$ cat src/rtl/core/lsc_pkg.sv
// Package for the LRU sector cache tag manager: sizes, word types and
// the scan and update records passed along the cell row. No dependencies.
`timescale 1ns / 1ps

package lsc_pkg;

    localparam int ENTRIES     = 8;
    localparam int SECTOR_BITS = 16;
    localparam int IDX_W       = (ENTRIES > 1) ? $clog2(ENTRIES) : 1;
    localparam int RANK_W      = IDX_W;

    // update operations broadcast to the cells
    localparam logic [1:0] OP_NONE  = 2'd0;
    localparam logic [1:0] OP_EVICT = 2'd1;
    localparam logic [1:0] OP_HIT   = 2'd2;
    localparam logic [1:0] OP_FILL  = 2'd3;

    // request functions
    localparam logic FUNC_ACCESS = 1'b0;
    localparam logic FUNC_EVICT  = 1'b1;

    typedef struct packed {
        logic                   func;
        logic [SECTOR_BITS-1:0] sector;
        logic                   is_write;
    } in_t;

    typedef struct packed {
        logic                   hit;
        logic [IDX_W-1:0]       slot;
        logic                   fetch;
        logic                   evicted;
        logic [SECTOR_BITS-1:0] evicted_sector;
        logic                   write_back;
    } out_t;

    // running search result handed from cell to cell
    typedef struct packed {
        logic                   hit_found;
        logic [IDX_W-1:0]       hit_idx;
        logic [RANK_W-1:0]      hit_rank;
        logic                   free_found;
        logic [IDX_W-1:0]       free_idx;
        logic                   old_found;
        logic [IDX_W-1:0]       old_idx;
        logic [RANK_W-1:0]      old_rank;
        logic [SECTOR_BITS-1:0] old_tag;
        logic                   old_dirty;
    } scan_t;

    typedef struct packed {
        logic [1:0]             op;
        logic [IDX_W-1:0]       idx;
        logic                   is_write;
        logic [SECTOR_BITS-1:0] sector;
        logic [RANK_W-1:0]      hit_rank;
    } upd_t;

endpackage

$ cat src/rtl/core/lsc_cell.sv
// One cache entry of the LRU sector cache: tag, valid, dirty and rank,
// plus one registered stage of the search chain. Depends on lsc_pkg.
`timescale 1ns / 1ps

module lsc_cell
    import lsc_pkg::*;
(
    input  logic                   clk,
    input  logic                   rst_n,
    input  logic [IDX_W-1:0]       cell_idx,
    input  logic [SECTOR_BITS-1:0] sector,
    input  scan_t                  scan_in,
    output scan_t                  scan_out,
    input  upd_t                   upd
);

    logic [SECTOR_BITS-1:0] tag_reg;
    logic                   valid_reg;
    logic                   dirty_reg;
    logic [RANK_W-1:0]      rank_reg;
    scan_t                  scan_reg;
    scan_t                  scan_next;
    logic                   mine;

    always_comb
    begin
        scan_next = scan_in;
        if (!scan_in.hit_found && valid_reg && (tag_reg == sector))
        begin
            scan_next.hit_found = 1'b1;
            scan_next.hit_idx   = cell_idx;
            scan_next.hit_rank  = rank_reg;
        end
        if (!scan_in.free_found && !valid_reg)
        begin
            scan_next.free_found = 1'b1;
            scan_next.free_idx   = cell_idx;
        end
        // strictly greater keeps the lowest index among equal ranks
        if (valid_reg && (!scan_in.old_found || (rank_reg > scan_in.old_rank)))
        begin
            scan_next.old_found = 1'b1;
            scan_next.old_idx   = cell_idx;
            scan_next.old_rank  = rank_reg;
            scan_next.old_tag   = tag_reg;
            scan_next.old_dirty = dirty_reg;
        end
    end

    always_ff @(posedge clk or negedge rst_n)
    begin
        if (!rst_n)
        begin
            scan_reg <= '0;
        end
        else
        begin
            scan_reg <= scan_next;
        end
    end

    assign scan_out = scan_reg;
    assign mine     = (upd.idx == cell_idx);

    always_ff @(posedge clk or negedge rst_n)
    begin
        if (!rst_n)
        begin
            valid_reg <= 1'b0;
            dirty_reg <= 1'b0;
            rank_reg  <= '0;
        end
        else
        begin
            case (upd.op)
                OP_EVICT:
                begin
                    if (mine)
                    begin
                        valid_reg <= 1'b0;
                        dirty_reg <= 1'b0;
                        rank_reg  <= '0;
                    end
                end
                OP_HIT:
                begin
                    if (mine)
                    begin
                        dirty_reg <= dirty_reg | upd.is_write;
                        rank_reg  <= '0;
                    end
                    else if (valid_reg && (rank_reg < upd.hit_rank))
                    begin
                        rank_reg <= rank_reg + RANK_W'(1);
                    end
                end
                OP_FILL:
                begin
                    if (mine)
                    begin
                        valid_reg <= 1'b1;
                        dirty_reg <= upd.is_write;
                        rank_reg  <= '0;
                    end
                    else if (valid_reg)
                    begin
                        rank_reg <= rank_reg + RANK_W'(1);
                    end
                end
                default:
                begin
                end
            endcase
        end
    end

    // tags carry no reset; they are only looked at while valid
    always_ff @(posedge clk)
    begin
        if ((upd.op == OP_FILL) && mine)
        begin
            tag_reg <= upd.sector;
        end
    end

endmodule

$ cat src/rtl/core/lru_sector_cache_tags.sv
// Top level of the LRU sector cache tag manager: request control, the
// row of entry cells and the result register. Depends on lsc_pkg, lsc_cell.
`timescale 1ns / 1ps

// Usage:
//   A request word (func, sector, is_write) is taken at a rising edge with
//   start high and busy low. busy stays high while the request is handled.
//   The result word appears on result for exactly one cycle with done high;
//   the receiver must take it then, there is no back-pressure.
// Timing:
//   The search runs down the row of ENTRIES cells, one cell per cycle, then
//   the S_APPLY state applies the update and registers the result. busy is
//   already low while done is high, so a new word can be taken at the edge
//   that ends it; a new request is taken only after the last one is done.
//   The length of the cell chain sets the time each request takes.
// Reset:
//   rst_n clears all valid and dirty bits and the ranks; the cache is empty
//   and idle. Tags hold no value until an entry is filled.
module lru_sector_cache_tags
    import lsc_pkg::*;
(
    input  logic clk,
    input  logic rst_n,
    input  logic start,
    output logic busy,
    input  in_t  req,
    output logic done,
    output out_t result
);

    localparam logic [1:0] S_IDLE  = 2'd0;
    localparam logic [1:0] S_SCAN  = 2'd1;
    localparam logic [1:0] S_APPLY = 2'd2;

    logic [1:0]       state_reg;
    logic [1:0]       state_next;
    logic [IDX_W-1:0] cnt_reg;
    logic [IDX_W-1:0] cnt_next;
    in_t              req_reg;
    out_t             result_reg;
    out_t             result_next;
    logic             done_reg;
    upd_t             upd;
    scan_t            scan_link [ENTRIES+1];
    scan_t            scan_res;

    assign scan_link[0] = '0;
    assign scan_res     = scan_link[ENTRIES];

    for (genvar k = 0; k < ENTRIES; k++)
    begin : g_cell
        lsc_cell u_cell (
            .clk      (clk),
            .rst_n    (rst_n),
            .cell_idx (IDX_W'(k)),
            .sector   (req_reg.sector),
            .scan_in  (scan_link[k]),
            .scan_out (scan_link[k+1]),
            .upd      (upd)
        );
    end

    always_comb
    begin
        state_next = state_reg;
        cnt_next   = cnt_reg;
        case (state_reg)
            S_IDLE:
            begin
                if (start)
                begin
                    state_next = S_SCAN;
                    cnt_next   = '0;
                end
            end
            S_SCAN:
            begin
                cnt_next = cnt_reg + IDX_W'(1);
                if (cnt_reg == IDX_W'(ENTRIES - 1))
                begin
                    state_next = S_APPLY;
                end
            end
            S_APPLY:
            begin
                state_next = S_IDLE;
            end
            default:
            begin
                state_next = S_IDLE;
            end
        endcase
    end

    // decide the update from the finished search
    always_comb
    begin
        upd          = '0;
        upd.op       = OP_NONE;
        upd.is_write = req_reg.is_write;
        upd.sector   = req_reg.sector;
        upd.hit_rank = scan_res.hit_rank;
        result_next  = '0;
        if (state_reg == S_APPLY)
        begin
            if (req_reg.func == FUNC_EVICT)
            begin
                if (scan_res.old_found)
                begin
                    upd.op                     = OP_EVICT;
                    upd.idx                    = scan_res.old_idx;
                    result_next.slot           = scan_res.old_idx;
                    result_next.evicted        = 1'b1;
                    result_next.evicted_sector = scan_res.old_tag;
                    result_next.write_back     = scan_res.old_dirty;
                end
            end
            else if (scan_res.hit_found)
            begin
                upd.op           = OP_HIT;
                upd.idx          = scan_res.hit_idx;
                result_next.hit  = 1'b1;
                result_next.slot = scan_res.hit_idx;
            end
            else
            begin
                upd.op            = OP_FILL;
                result_next.fetch = 1'b1;
                if (scan_res.free_found)
                begin
                    upd.idx = scan_res.free_idx;
                end
                else
                begin
                    // full: replace the least recent entry
                    upd.idx                    = scan_res.old_idx;
                    result_next.evicted        = 1'b1;
                    result_next.evicted_sector = scan_res.old_tag;
                    result_next.write_back     = scan_res.old_dirty;
                end
                result_next.slot = upd.idx;
            end
        end
    end

    always_ff @(posedge clk or negedge rst_n)
    begin
        if (!rst_n)
        begin
            state_reg <= S_IDLE;
            cnt_reg   <= '0;
            done_reg  <= 1'b0;
        end
        else
        begin
            state_reg <= state_next;
            cnt_reg   <= cnt_next;
            done_reg  <= (state_reg == S_APPLY);
        end
    end

    always_ff @(posedge clk)
    begin
        if ((state_reg == S_IDLE) && start)
        begin
            req_reg <= req;
        end
        if (state_reg == S_APPLY)
        begin
            result_reg <= result_next;
        end
    end

    assign busy   = (state_reg != S_IDLE);
    assign done   = done_reg;
    assign result = result_reg;

`ifndef SYNTH
    a_done_idle: assert property (@(posedge clk) disable iff (!rst_n)
        done |-> !busy)
        else $error("result word while busy");

    a_start_busy: assert property (@(posedge clk) disable iff (!rst_n)
        (start && !busy) |=> (busy && !done))
        else $error("accepted word did not start a request");

    a_hit_clean: assert property (@(posedge clk) disable iff (!rst_n)
        (done && result.hit) |-> (!result.fetch && !result.evicted))
        else $error("hit reported with fetch or eviction");

    a_wb_evict: assert property (@(posedge clk) disable iff (!rst_n)
        (done && result.write_back) |-> result.evicted)
        else $error("write-back without eviction");
`endif

endmodule
$ cat config.mk
export PLATFORM = sky130hd
export DESIGN_NAME = lru_sector_cache_tags
export DESIGN_NICKNAME = d
export VERILOG_FILES = /design/src/rtl/core/lsc_pkg.sv /design/src/rtl/core/lsc_cell.sv /design/src/rtl/core/lru_sector_cache_tags.sv
export SDC_FILE = /design/constraint.sdc
export NUM_CORES = 1
export LEC_CHECK = 0
export ABC_AREA = 0
export BUFFER_PORTS_ARGS = -buffer_cell sky130_fd_sc_hd__clkbuf_2
export CORE_MARGIN = 2
export CORE_UTILIZATION = 62
export DETAILED_ROUTE_END_ITERATION = 6
export MAX_ROUTING_LAYER = met4
export PLACE_DENSITY = 0.81
export SLEW_MARGIN = 20
export SYNTH_ARGS = -nofsm -noshare
export SYNTH_HDL_FRONTEND = slang
export SYNTH_SLANG_ARGS = --single-unit
$ cat constraint.sdc
create_clock -name clk -period 4.57 [get_ports clk]
set_input_delay 0.6855 -clock clk [delete_from_list [all_inputs] [get_ports clk]]
set_output_delay 0.6855 -clock clk [all_outputs]
set_load 0.03 [all_outputs]
==> results.cfg <==
[clock_tree]
clk_latency_ps = 570
ctsResizeCount = 0
post-cts-setup-buffers = 0
clock_sinks = 471
numCtsBuffers = 46
htree_levels = 2
cts.path.max_buffers = 3
hold_buffers = 0
cts-root-buf = clkbuf_16
cts_tree = built
path_clk_slew_ps = 60

[pwr]
p_per_area_nw_per_um2 = 458
total_power_mw = 9.93
vdd_drop_max_uv = 414
leakagePower_nw = 9.46

[synthesis]
synthesis.nets = 1422
synth_area_um2 = 19500
yosysSeqAreaShare = 0.648
synth.avg_cell_area_um2 = 14.4
yosys_warnings = 0
synth_edf_count = 169
synthArstFlopShare = 0.641
synth_cell_types = 67
synth_ff_type = dfrtp_1
ys_ff_latch = 471
synthCells = 1354

[critical_path]
crit_chain = or2_1 > o21ai_2 > a221o_1 > nor2_2
cp.arrival_ps = 3220
worst-setup-path-type = reg -> reg
cp-end-kind = register
path_max_fanout = 23
worst_path_max_delay_cell = dfrtp_1
slowest_delay_ps = 810
crit_required_ps = 4740
cp-start-kind = register

[grt]
antenna_found_initial = 0
grt_usage = 0.254
grt_pass1_vias = 11600
grt_max_degree = 96
gr-total-overflow = 0
grt_pass1_wl_um = 63400

[placement]
portBuffers = 45
placed_cells = 1766
dpl.hpwl_um = 26400
place.gp.congestion = 0.919
place_area_um2 = 20100

[routing]
drc = 0
first_iter_violations = 896
ant_nets = 0
first_pass_iters = 7
vias = 10900
totalWireLength_um = 38600
wl_per_cell_um = 20.8
avgViaCountPerCell = 5.89

[sta]
clock-skew-final_ps = 23.6
max_slew_margin = 0.320
rsz0062_at_grt = false
hold_viol = 0
setup_viol = 0
tightest_slew_ps = 1020
period_minus_slack_ps = 3050
tns_ps = 0
drv_slew = 0
finalCritPeriodShare = 0.667
fmax_ghz = 0.328

[die]
dieArea_um2 = 32900
core-area_um2 = 30700
die_w_um = 181
num_rows = 64
die_height_um = 181
io-pin-count = 46
initial_core_util = 0.634

[cells_and_area]
nets = 1486
fin_cells = 1852
areaGrowthSynthToFinish_pct = 11.2
drive_gt1_frac = 0.232
largest_reg_flops = 256
antenna_cells = 0
finish.instance_area_um2 = 21700

[hold_path]
hold_path.class = in -> async

[job]
drv_cap = 0

[status]
status = complete, no violations
[cell families (layout without fill, tap and decap cells)]
| logic type | count (synthesis) | in the layout | synth area share |
|---|---|---|---|
| AOI/OAI and AO/OA | 161 | 161 | 0.0578 |
| muxes | 160 | 160 | 0.0925 |
| adders and majority gates | 47 | 47 | 0.0302 |
| DFF | 471 | 471 | 0.648 |
| and+or+nand+nor | 293 | 293 | 0.0908 |
| xor gates and xnor gates | 128 | 128 | 0.0575 |
| buffers and inverters | 94 | 196 | 0.0228 |
[final cells by class]
type,instances,area [µm²]
multi-input combinational,789,6460
sequential,471,12600
fill,2013,9090
tap,396,495
inverter,46,175
clock inverter,17,166
timing repair buffer,64,390
clock buffer,69,1340
[critical path, delay by kind of cell, from the launching register on]
family	cells	cell delay, ps
and+or+nand+nor	2	1010
DFF	1	810
AOI/OAI and AO/OA	2	810
[per-layer routing]
layer | GRT usage | wire length, µm | up-vias
li1 | - | - | 4977
met1 | 0.336 | 16200 | 5476
met2 | 0.410 | 19100 | 378
met3 | 0.0403 | 2190 | 73
met4 | 0.0793 | 1030 | 0
met5 | - | 0 | -
[synth_stat cells (all sizes together), types with 22 or more instances]
cell type,instances,area (µm²)
dfrtp,302,7560
edfxtp,169,5070
mux2,160,1800
xor2,100,876
and2,52,325
nand2b,50,313
ha,47,588
inv,44,168
buf,38,231
o21ai,36,180
xnor2,28,245
a21oi,27,135
nand2,27,114
nor2,25,96.4
nor3,22,115
nor4,22,138
[through the flow]
stage	hold WS, ps	util	setup WS (ps)
floorplan	388	-	1220
detailed placement	414	0.654	1120
finish	106	0.704	1520
global placement	412	0.654	1160
CTS	152	0.703	1090
global route	166	0.704	1380
[cells in the final DEF (no fill, tap or decap), drive strengths merged, types with 4 or more instances in the layout]
| master | count |
|---|---|
| and2 | 52 |
| nor3 | 22 |
| ha | 47 |
| o31ai | 6 |
| a2111oi | 10 |
| clkbuf | 113 |
| or3 | 6 |
| inv | 47 |
| a31oi | 15 |
| clkinv | 15 |
| a21o | 18 |
| a211oi | 8 |
| nor2b | 16 |
| dfrtp | 302 |
| a32oi | 6 |
| a21oi | 27 |
| a311oi | 5 |
| buf | 20 |
| a22o | 4 |
| nor4b | 9 |
| nor2 | 25 |
| xor2 | 100 |
| nand2b | 50 |
| or2 | 16 |
| o21ai | 36 |
| xnor2 | 28 |
| nor3b | 4 |
| nand3 | 19 |
| nand2 | 27 |
| nor4 | 22 |
| mux2 | 160 |
| nand4 | 17 |
| edfxtp | 169 |
[path summary, 6_finish.rpt]
path / endpoint / cells past startpoint / from / slack [ps]
min in group clk: req_reg[15] / 1 / req[15] / 290
worst max-delay path: g_cell[1].u_cell.tag_reg[0] / 4 / g_cell[7].u_cell.scan_out[34] / 1520
max in group asynchronous: done / 2 / rst_n / 3260
worst min-delay path: g_cell[0].u_cell.scan_out[10] / 1 / rst_n / 110
worst max register to register: g_cell[1].u_cell.tag_reg[0] / 4 / g_cell[7].u_cell.scan_out[34] / 1520
worst min register to register: g_cell[5].u_cell.scan_out[26] / 1 / g_cell[4].u_cell.scan_out[26] / 420
[power breakdown]
part           internal (mW)  leakage [nW]  total (mW)  switching [mW]
Clock                   2.10         0.746        3.69            1.59
Sequential              4.89          5.64        5.18           0.293
Combinational          0.528          3.07        1.05           0.525
No activity file was read; power rests on OpenSTA's default activity.
